File: config.mk
export PLATFORM = sky130hd
export DESIGN_NAME = nps_front
export DESIGN_NICKNAME = d
export VERILOG_FILES = /design/src/rtl/nps_pkg.sv /design/src/rtl/nps_front.sv
export SDC_FILE = /design/constraint.sdc
export NUM_CORES = 1
export LEC_CHECK = 0
export BUFFER_PORTS_ARGS = -buffer_cell sky130_fd_sc_hd__buf_2
export CORE_UTILIZATION = 50
export DETAILED_ROUTE_END_ITERATION = 8
export PLACE_DENSITY = 0.83
export SKIP_LAST_GASP = 1
export SLEW_MARGIN = 20
export SYNTH_ARGS = -nofsm -noshare
export SYNTH_HDL_FRONTEND = slang
export SYNTH_SLANG_ARGS = --single-unit
File: constraint.sdc
create_clock -name clk -period 16.8 [get_ports clk]
set_clock_uncertainty 0.2 [all_clocks]
set_input_delay 0.84 -clock clk [delete_from_list [all_inputs] [get_ports clk]]
set_output_delay 0.84 -clock clk [all_outputs]
set_load 0.1 [all_outputs]
File: src/rtl/nps_pkg.sv
// Shared types, codes and helpers for the nearest point snap block.
// Used by the queue front end, the scan back end and the top level.
// Depends on nothing.
`default_nettype none

package nps_pkg;

  // Input item kinds as they arrive on the request channel.
  localparam logic [1:0] KIND_NODE   = 2'd0;
  localparam logic [1:0] KIND_MEMBER = 2'd1;
  localparam logic [1:0] KIND_QUERY  = 2'd2;

  // Operations held in the queue after classification.
  localparam logic [1:0] OP_NODE_WR   = 2'd0;
  localparam logic [1:0] OP_MEMBER_WR = 2'd1;
  localparam logic [1:0] OP_QUERY     = 2'd2;

  // Snap result types.
  localparam logic [1:0] SNAP_NONE = 2'd0;
  localparam logic [1:0] SNAP_NODE = 2'd1;
  localparam logic [1:0] SNAP_MID  = 2'd2;
  localparam logic [1:0] SNAP_GRID = 2'd3;

  // Configuration register indexes.
  localparam logic [2:0] REG_NODE_EN  = 3'd0;
  localparam logic [2:0] REG_MID_EN   = 3'd1;
  localparam logic [2:0] REG_GRID_EN  = 3'd2;
  localparam logic [2:0] REG_SPACING  = 3'd3;
  localparam logic [2:0] REG_WORK_Z   = 3'd4;

  // Spacings at or below this snap to the query point, unrounded.
  localparam logic [30:0] GRID_TINY_MAX = 31'd6;

  // Reset value of the grid spacing register.
  localparam logic [30:0] SPACING_RESET = 31'd65536;

  // One classified request waiting in the queue.
  typedef struct packed {
    logic [1:0]  op;
    logic [7:0]  slot;
    logic        entry_valid;
    logic [31:0] pos_x;
    logic [31:0] pos_y;
    logic [31:0] pos_z;
    logic [30:0] max_dist;
    logic [7:0]  start_slot;
    logic [7:0]  end_slot;
  } item_t;

  // Configuration seen by the back end.
  typedef struct packed {
    logic        node_en;
    logic        mid_en;
    logic        grid_en;
    logic [30:0] grid_spacing;
    logic [31:0] working_z;
  } cfg_t;

  // Floored half of the sum of two signed coordinates.
  function automatic logic [31:0] floor_mid(input logic [31:0] a, input logic [31:0] b);
    logic [32:0] s;
    s = {a[31], a} + {b[31], b};
    return s[32:1];
  endfunction

endpackage

`default_nettype wire

File: src/rtl/nps_front.sv
// Front end: accepts requests, classifies them and holds them in a
// two-entry queue for the back end. Depends on nps_pkg.
`default_nettype none

module nps_front #(
  parameter int NODE_SLOTS   = 256,
  parameter int MEMBER_SLOTS = 256
) (
  input  wire logic               clk,
  input  wire logic               rst,
  input  wire logic               item_valid,
  output logic                    item_stall,
  input  wire logic [1:0]         kind,
  input  wire logic [7:0]         slot,
  input  wire logic               entry_valid,
  input  wire logic [31:0]        pos_x,
  input  wire logic [31:0]        pos_y,
  input  wire logic [31:0]        pos_z,
  input  wire logic [30:0]        max_dist,
  input  wire logic [7:0]         start_slot,
  input  wire logic [7:0]         end_slot,
  output logic                    q_valid,
  output nps_pkg::item_t          q_item,
  input  wire logic               q_pop
);

  nps_pkg::item_t fifo [2];
  logic           wr_ptr;
  logic           rd_ptr;
  logic [1:0]     count;
  logic           accept;
  logic           keep;
  logic           push;
  nps_pkg::item_t cls;

  // Classify: writes beyond the tables and unknown kinds are dropped.
  always_comb begin
    cls.slot        = slot;
    cls.entry_valid = entry_valid;
    cls.pos_x       = pos_x;
    cls.pos_y       = pos_y;
    cls.pos_z       = pos_z;
    cls.max_dist    = max_dist;
    cls.start_slot  = start_slot;
    cls.end_slot    = end_slot;
    cls.op          = nps_pkg::OP_QUERY;
    keep            = 1'b0;
    unique case (kind)
      nps_pkg::KIND_NODE: begin
        cls.op = nps_pkg::OP_NODE_WR;
        keep   = (32'(slot) < NODE_SLOTS);
      end
      nps_pkg::KIND_MEMBER: begin
        cls.op = nps_pkg::OP_MEMBER_WR;
        keep   = (32'(slot) < MEMBER_SLOTS);
      end
      nps_pkg::KIND_QUERY: begin
        cls.op = nps_pkg::OP_QUERY;
        keep   = 1'b1;
      end
      default: begin
        keep = 1'b0;
      end
    endcase
  end

  assign item_stall = (count == 2'd2);
  assign accept     = item_valid && !item_stall;
  assign push       = accept && keep;
  assign q_valid    = (count != 2'd0);
  assign q_item     = fifo[rd_ptr];

  // Queue storage.
  always_ff @(posedge clk) begin
    if (push) begin
      fifo[wr_ptr] <= cls;
    end
  end

  // Queue pointers and fill count.
  always_ff @(posedge clk) begin
    if (rst) begin
      wr_ptr <= 1'b0;
      rd_ptr <= 1'b0;
      count  <= 2'd0;
    end else begin
      if (push) begin
        wr_ptr <= !wr_ptr;
      end
      if (q_pop) begin
        rd_ptr <= !rd_ptr;
      end
      if (push && !q_pop) begin
        count <= count + 2'd1;
      end else if (!push && q_pop) begin
        count <= count - 2'd1;
      end
    end
  end

endmodule

`default_nettype wire

==> Word-level counts from Yosys, hierarchy flattened <==
Memories as Yosys holds them, arrays and structs flattened. A register that Yosys moved wholly into a read port is not among the register bits.
Cells that the tools add are included.
{ "totals": {"mem_bits_rw": 308, "input_bits": 158, "output_inout_bits": 156, "regBits": 4, "mem_count": 1, "wordCells": 30} }
{ "memory_table": {"columns": ["name", "words", "width", "read_ports", "rd_clocked_by_memory_dff", "write_ports", "line", "rtl"], "rows": [
  ["fifo", 2, 154, 1, 1, 1, "nps_front.sv:27", "nps_pkg::item_t fifo [2];"]
]} }
{ "classes": {"reduce_logical": 13, "mux": 8, "n_eq_ne": 3, "addsub": 2} }
{ "op_table": {"columns": ["op", "n"], "rows": [
  ["1-bit logical NOT", 5],
  ["1-bit 2-to-1 mux", 5],
  ["2-bit == test, second input constant", 2],
  ["1-bit logical AND", 4],
  ["2-bit 2-to-1 mux", 2],
  ["2-bit one-hot mux with 2 select lines", 1],
  ["2-bit nonzero test", 2],
  ["3-bit OR reduction", 1],
  ["2-bit by 1-bit adder with 2-bit output, second input constant", 1],
  ["2-bit by 1-bit == test with 1-bit output, second input constant", 1],
  ["2-bit logical NOT", 1],
  ["2-bit by 1-bit subtractor with 2-bit output, second input constant", 1]
]} }

==> Depth between registers and ports, before layout <==
Gate-level depths: netlist of the first run.
{ "depth": {"word_depth": 8, "mapped_depth": 6, "ltp_nobuf": 6} }

==> Least setup slack after synthesis of the first run <==
No wires, ideal clock.
{ "synth_path": {"path_kind": "in2reg", "startpoint": "in kind[1]", "endpoint": "mem fifo[0][0] (netlist name), enable pin", "path_buffers": 0, "t_arrival_ps": 7927, "setup_time_ps": 688, "slack_ps": 7985, "t_required_ps": 15912, "cell_stages": 2, "cell_sequence": "a211oi_4 -> nor2b_1"} }
{ "synth_between": {"elab_chain_cells": 6, "word_cells_on_any_way": 8, "classes_between": "eq/ne: 2; mux: 3; reduce/logical: 3"} }
{ "synth_rtl": {"columns": ["item", "line", "rtl"], "rows": [
  ["start: declaration", "nps_front.sv:13", "input wire logic [1:0] kind,"],
  ["2-bit == test (tied with other cells)", "nps_front.sv:48", "unique case (kind)"],
  ["3-bit OR reduction (no line) (*)", null, null],
  ["1-bit 2-to-1 mux (*)", "nps_front.sv:48", null],
  ["1-bit logical AND (*)", "nps_front.sv:69", "assign push = accept && keep;"],
  ["1-bit 2-to-1 mux (*)", "nps_front.sv:75", "if (push) begin"],
  ["1-bit 2-to-1 mux (implied by the code) (*)", "nps_front.sv:76", "fifo[wr_ptr] <= cls;"],
  ["end: declaration", "nps_front.sv:27", null]
]} }
Every way passes the cells marked *; elsewhere a longest branch is shown, timed or not.

==> results of run 1 <==
layout by cell type (no fill, tap or decap), drive strengths merged, types with 2 or more instances in the layout:
master    n
clkbuf   34
bufinv    3
buf     320
dfxtp     5
inv       3
mux2    155
xor2      2
nor2b     4
clkinv   16
edfxtp  308
nor2      4
per-stage QoR:
step / area (um2) / std cells
global route: 14400 / 1149
finish: 14400 / 1149
global placement: 13500 / 1093
detailed placement: 13500 / 1093
CTS: 14400 / 1148
floorplan: 11600 / 506
cells in the mapped netlist, drive strengths merged:
master | instances | area share
inv | 2 | 0.00065
o21ai | 1 | 0.00043
mux2 | 155 | 0.17
a21oi | 1 | 0.00043
buf | 17 | 0.011
nor2b | 4 | 0.0024
and2 | 1 | 0.00054
a211oi | 1 | 0.0017
clkbuf | 1 | 0.00032
dfxtp | 5 | 0.0086
xor2 | 2 | 0.0015
edfxtp | 308 | 0.80
xnor2 | 1 | 0.00076
or2 | 1 | 0.00054
ha | 1 | 0.0011
or3 | 1 | 0.00054
nor2 | 4 | 0.0013
state kept, by name, indices dropped and copies added (netlist names), named ones only:
signal and flops:
count 2, fifo 308, rd_ptr 1, wr_ptr 1
report_power, final:
group          internal (mW)  leakage, nW  total, mW  switching, mW
clock network          0.380        0.472      0.649          0.269
logic                  0.109         2.15      0.574          0.465
registers              0.932         2.89      0.952         0.0199
path summary, 6_finish.rpt:
kind / end / slack (ns) / cells after the start
setup / recovery: q_item[35] / 12.78 / 3
hold / removal: fifo[0][86] / 0.29 / 1
setup reg to reg: fifo[0][51] / 13.93 / 5
hold reg to reg: count[1] / 0.30 / 2
worst max-delay path, delay by kind of cell (launching register included):
family | cells | cell delay (ns)
buffers and inverters | 2 | 1.22
DFF | 1 | 0.81
muxes | 1 | 0.32
cell type report:
class	instances	area share
well taps	285	0.0247
repair buffers	320	0.112
inverters	2	0.000521
clock buffers	34	0.0546
multi-input cells	173	0.147
clock inverters	21	0.0121
flip-flops and latches	313	0.649
diodes	1	0.000174
metal layers:
metal,track usage,vias to the layer above
met1,0.207,2907
met3,0.0513,33
li1,-,2685
met4,0.0476,0
met2,0.324,241
met5,0,-
logic make-up after synthesis:
group,count (synthesis)
flip-flops,313
multiplexers,155
buffers and inverters,20
XOR/XNOR,3
AND/OR/NAND/NOR,11
AO/OA/AOI/OAI,3
adder cells (fa/ha/maj),1
==> metrics.log, run 1 <==
INFO  metric result_of_the_run = finished clean
INFO  metric clk-insertion-delay-late = 0.53 ns
INFO  metric final-seq-area = 9350 um2
INFO  metric rows = 55
INFO  metric met2_wirelength = 11500 um
INFO  metric postSynthCellCount = 506
INFO  metric die_x = 154 um
INFO  metric slowest_delay = 0.81 ns
INFO  metric drive_above_1_share = 0.606
INFO  metric slew_headroom = 0.416
INFO  metric final_hold_viol_count = 0
INFO  metric synthAdderAreaFrac = 0.00108
INFO  metric worstSetupPathType = flop to primary output
INFO  metric required = 15.76 ns
INFO  metric detail_route.wirelength = 22100 um
INFO  metric dp_hpwl = 14600 um
INFO  metric worstMarginPinSlew = 0.876 ns
INFO  metric routedWlPerCell = 19.2 um
INFO  metric yosysSeqAreaShare = 0.806
INFO  metric final.setup.worst_slack = 12.78 ns
INFO  metric layout_area_overhead = 24.3%
INFO  metric setup.worst_path.start_class = flop
INFO  metric post-cts-setup-buffers = 0
INFO  metric grt_setup_unrepaired = no
INFO  metric hold_path_class = input pin to flop
INFO  metric met1_length = 8320 um
INFO  metric power.density_cell_area = 151 nW/um2
INFO  metric initial_utilization = 0.511
INFO  metric cp.arrival = 2.98 ns
INFO  metric number_of_synthesized_register_bits = 313
INFO  metric antenna_violating_nets_post_route = 0
INFO  metric cts.reportedPaths.clkPinSlew = 0.06 ns
INFO  metric synth_mux_area_frac = 0.170
INFO  metric max_freq = 249 MHz
INFO  metric preCtsSetupSlack = 13.33 ns
INFO  metric synth-compound-area-share = 0.00259
INFO  metric die_area = 23800 um2
INFO  metric gp_congestion = 0.747
INFO  metric synth.distinct_cells = 20
INFO  metric synthesis.nets = 665
INFO  metric global_route_wire_length_before_repair = 32500 um
INFO  metric overflow = 0
INFO  metric critical-path-slowest-cell = dfxtp_4
INFO  metric static-leakage-power = 5.51 nW
INFO  metric highest_net_fanout_along_the_worst_path = 56
INFO  metric globalRouteTotalUtil = 0.179
INFO  metric die_y = 154 um
INFO  metric area_used_by_multi_input_combinational_logic = 2110 um2
INFO  metric ctsHoldBuffers = 0
INFO  metric synth_simple_gate_area_share = 0.00529
INFO  metric layout.nets = 999
INFO  metric wl_met3 = 1810 um
INFO  metric clk_root_buffer_cell = clkbuf_16
INFO  metric ys.warnings.count = 0
INFO  metric port-buffer-count = 313
INFO  metric whs = 0.286 ns
INFO  metric slew_violations = 0
INFO  metric worst_r2r_startpoint = count[0]
INFO  metric postSynthAreaPerCell = 22.9 um2
INFO  metric cts_max_level = 1
INFO  metric synth_xor_xnor_area_share = 0.00227
INFO  metric layout_worst_path_cycle_share = 0.239
INFO  metric cell_chain_critical_path = buf_4 -> mux2_2 -> buf_2
INFO  metric synth.cell_area = 11600 um2
INFO  metric clockBufferDepth = 3
INFO  metric cts_tree = done
INFO  metric post_cts_resize_count = 0
INFO  metric initial_antenna_violation_count = 1
INFO  metric core = 22700 um2
INFO  metric setup-violations-final = 0
INFO  metric fin_crit = 4.02 ns
INFO  metric vias_in_the_first_global_route = 6151
INFO  metric cts.sinks = 313
INFO  metric cts_buffers = 30
INFO  metric timing.critical_path.to_type = primary output
INFO  metric maxUsedRoutingLayer = met4
INFO  metric detail_route.drc_violations = 0
INFO  metric fillers = 1596
INFO  metric largest_net_degree_at_the_start_of_global_routing = 62
INFO  metric detailed_routing_iteration_count_for_the_pre_antenna_repair_pass = 4
INFO  metric pin_count = 314
INFO  metric max-vdd-ir-drop = 0.123 mV
INFO  metric total_negative_slack = 0 ns
INFO  metric total_power = 2.17 mW
INFO  metric cap_viol_max_count = 0
INFO  metric layout.core_utilization = 0.635
INFO  metric vias_per_cell = 5.11
INFO  metric holdCritStartpoint = pos_y[7]
INFO  metric synth_top_family_by_area = multiplexers
INFO  metric detail_route.iter0.violations = 280
INFO  metric vias = 5866
Power figures use the tool's default switching activity.
==> run 2: changes to the inputs <==
==> constraint.sdc (replaced) <==
create_clock -name clk -period 3.95 [get_ports clk]
set_clock_uncertainty 0.2 [all_clocks]
set_input_delay 0.1975 -clock clk [delete_from_list [all_inputs] [get_ports clk]]
set_output_delay 0.1975 -clock clk [all_outputs]
set_load 0.1 [all_outputs]
==> run 2 against run 1 <==
Against the previous run:
- die area unchanged
- clock-buffer cell count up 9
- critical path depth unchanged
- hold slack worse by 0.12 ns
- via count up 12%
- total power rose to 4.3 times the previous value
- sequential power rose to 4.3 times the previous value
- clock power rose to 4.0 times the previous value
- worst setup slack worse by 12 ns
- largest power group unchanged
==> metrics.log, run 2 (synthesis gave the netlist of run 1 again) <==
INFO  metric cts_tree = done
INFO  metric share_seq_of_total_power = 0.438
INFO  metric highest_net_fanout_along_the_worst_path = 50
INFO  metric port-buffer-count = 313
INFO  metric cts_buffers = 31
INFO  metric cp.arrival = 2.49 ns
INFO  metric setup.worst_path.start_class = flop
INFO  metric max_freq = 347 MHz
INFO  metric final_hold_viol_count = 0
INFO  metric timing.critical_path.to_type = primary output
INFO  metric result_of_the_run = finished clean
INFO  metric detail_route.drc_violations = 0
INFO  metric die_x = 154 um
INFO  metric post-cts-setup-buffers = 0
INFO  metric grt_setup_unrepaired = no
INFO  metric layout_worst_path_cycle_share = 0.730
INFO  metric static-leakage-power = 6.16 nW
INFO  metric layout.cells.most_common = buf_2
INFO  metric top_register = fifo
INFO  metric switching_share_of_total_power = 0.352
INFO  metric mostFrequentLayoutCells = 313 x buf_2, 308 x edfxtp_1, 158 x dlygate4sd3_1, 94 x mux2_2, 61 x mux2_4
INFO  metric pin_count = 314
INFO  metric post_cts_resize_count = 0
INFO  metric cts.sinks = 313
INFO  metric logic_gate_share_of_total_power = 0.281
INFO  metric fin_crit = 2.88 ns
INFO  metric layout_area_overhead = 38.1%
INFO  metric cts_max_level = 1
INFO  metric layout.nets = 1160
INFO  metric ctsHoldBuffers = 158
INFO  metric antennaDiodeCount = 0
INFO  metric dp_hpwl = 13900 um
INFO  metric power.density_cell_area = 578 nW/um2
INFO  metric worstMarginPinSlew = 0.823 ns
INFO  metric cap_viol_max_count = 0
INFO  metric switchingPower = 3.26 mW
INFO  metric detail_route.wirelength = 24800 um
INFO  metric total_negative_slack = 0 ns
INFO  metric globalRouteTotalUtil = 0.205
INFO  metric die_y = 154 um
INFO  metric largest_register_ff_count = 308
INFO  metric overflow = 0
INFO  metric detailed_routing_iteration_count_for_the_pre_antenna_repair_pass = 4
INFO  metric initial_utilization = 0.511
INFO  metric detail_route.iter0.violations = 357
INFO  metric vias_in_the_first_global_route = 7080
INFO  metric power.share.clock = 0.281
INFO  metric rows = 55
INFO  metric gp_congestion = 0.724
INFO  metric clk-insertion-delay-late = 0.55 ns
INFO  metric power.internal = 5.99 mW
INFO  metric antenna_violating_nets_post_route = 0
INFO  metric initial_antenna_violation_count = 0
INFO  metric setup-violations-final = 0
INFO  metric die_area = 23800 um2
INFO  metric largest_net_degree_at_the_start_of_global_routing = 93
INFO  metric slew_headroom = 0.451
INFO  metric core = 22700 um2
INFO  metric hold_path_class = input pin to flop
INFO  metric cts.reportedPaths.clkPinSlew = 0.06 ns
INFO  metric global_route_wire_length_before_repair = 37700 um
INFO  metric slew_violations = 0
INFO  metric reg_top3 = fifo (308), count (2)
INFO  metric clk_root_buffer_cell = clkbuf_16
INFO  metric routedWlPerCell = 18.9 um
INFO  metric placedCellCount = 1095
INFO  metric vias = 6566
INFO  metric vias_per_cell = 5.01
INFO  metric clockBufferDepth = 3
INFO  metric drive_above_1_share = 0.510
INFO  metric max-vdd-ir-drop = 0.409 mV
INFO  metric worstSetupPathType = flop to primary output
INFO  metric required = 3.55 ns
INFO  metric stdcell_count = 1310
[run 2: power groups by stage]
stage / clock (mW) / sequential, mW / combinational, mW
floorplan: 0 / 4.09 / 2.10
global placement: 0 / 4.10 / 2.44
detailed placement: 0 / 4.12 / 2.46
CTS: 2.65 / 4.05 / 2.59
global route: 2.78 / 4.08 / 2.67
finish: 2.60 / 4.05 / 2.60
[run 2: final cells by class]
type	count	area [um2]
flip-flops and latches	313	9350
fillers	1335	6700
repair buffers	480	3280
multi-input cells	173	2120
clock buffers	43	821
well taps	285	357
clock inverters	14	73.8
inverters	2	7.51
[run 2: per-layer routing]
metal,vias up,share of wire,global-route usage
met2,287,0.52,0.377
met5,-,0,0
met4,0,0.026,0.0702
met1,3221,0.38,0.238
li1,3007,-,-
met3,51,0.071,0.0440
[run 2: worst paths after layout]
check        startpoint           end  slack [ns]  cells past startpoint
max                flop    q_item[77]        1.07                      3
min           pos_z[10]   fifo[0][57]        0.16                      2
max reg2reg    count[0]  fifo[1][134]        1.52                      4
min reg2reg    count[1]      count[1]        0.31                      2
[run 2: metrics by stage]
step           power (mW)  hold WS [ns]  instance area, um2  utilization  setup slack, ns
2_1_floorplan        6.20        0.0666               11600            -           0.0483
6_report             9.25         0.162               16000        0.705             1.07
3_3_place_gp         6.54         0.185               13500        0.596             1.52
4_1_cts              9.29         0.135               16000        0.705             1.00
3_5_place_dp         6.58         0.189               13500        0.596             1.47
5_1_grt              9.53         0.156               16000        0.705            0.922
[run 2: critical path, stage by stage, from the launching register on]
cell	delay, ns
dfxtp_4	0.85
buf_4	0.40
mux2_2	0.37
buf_2	0.29
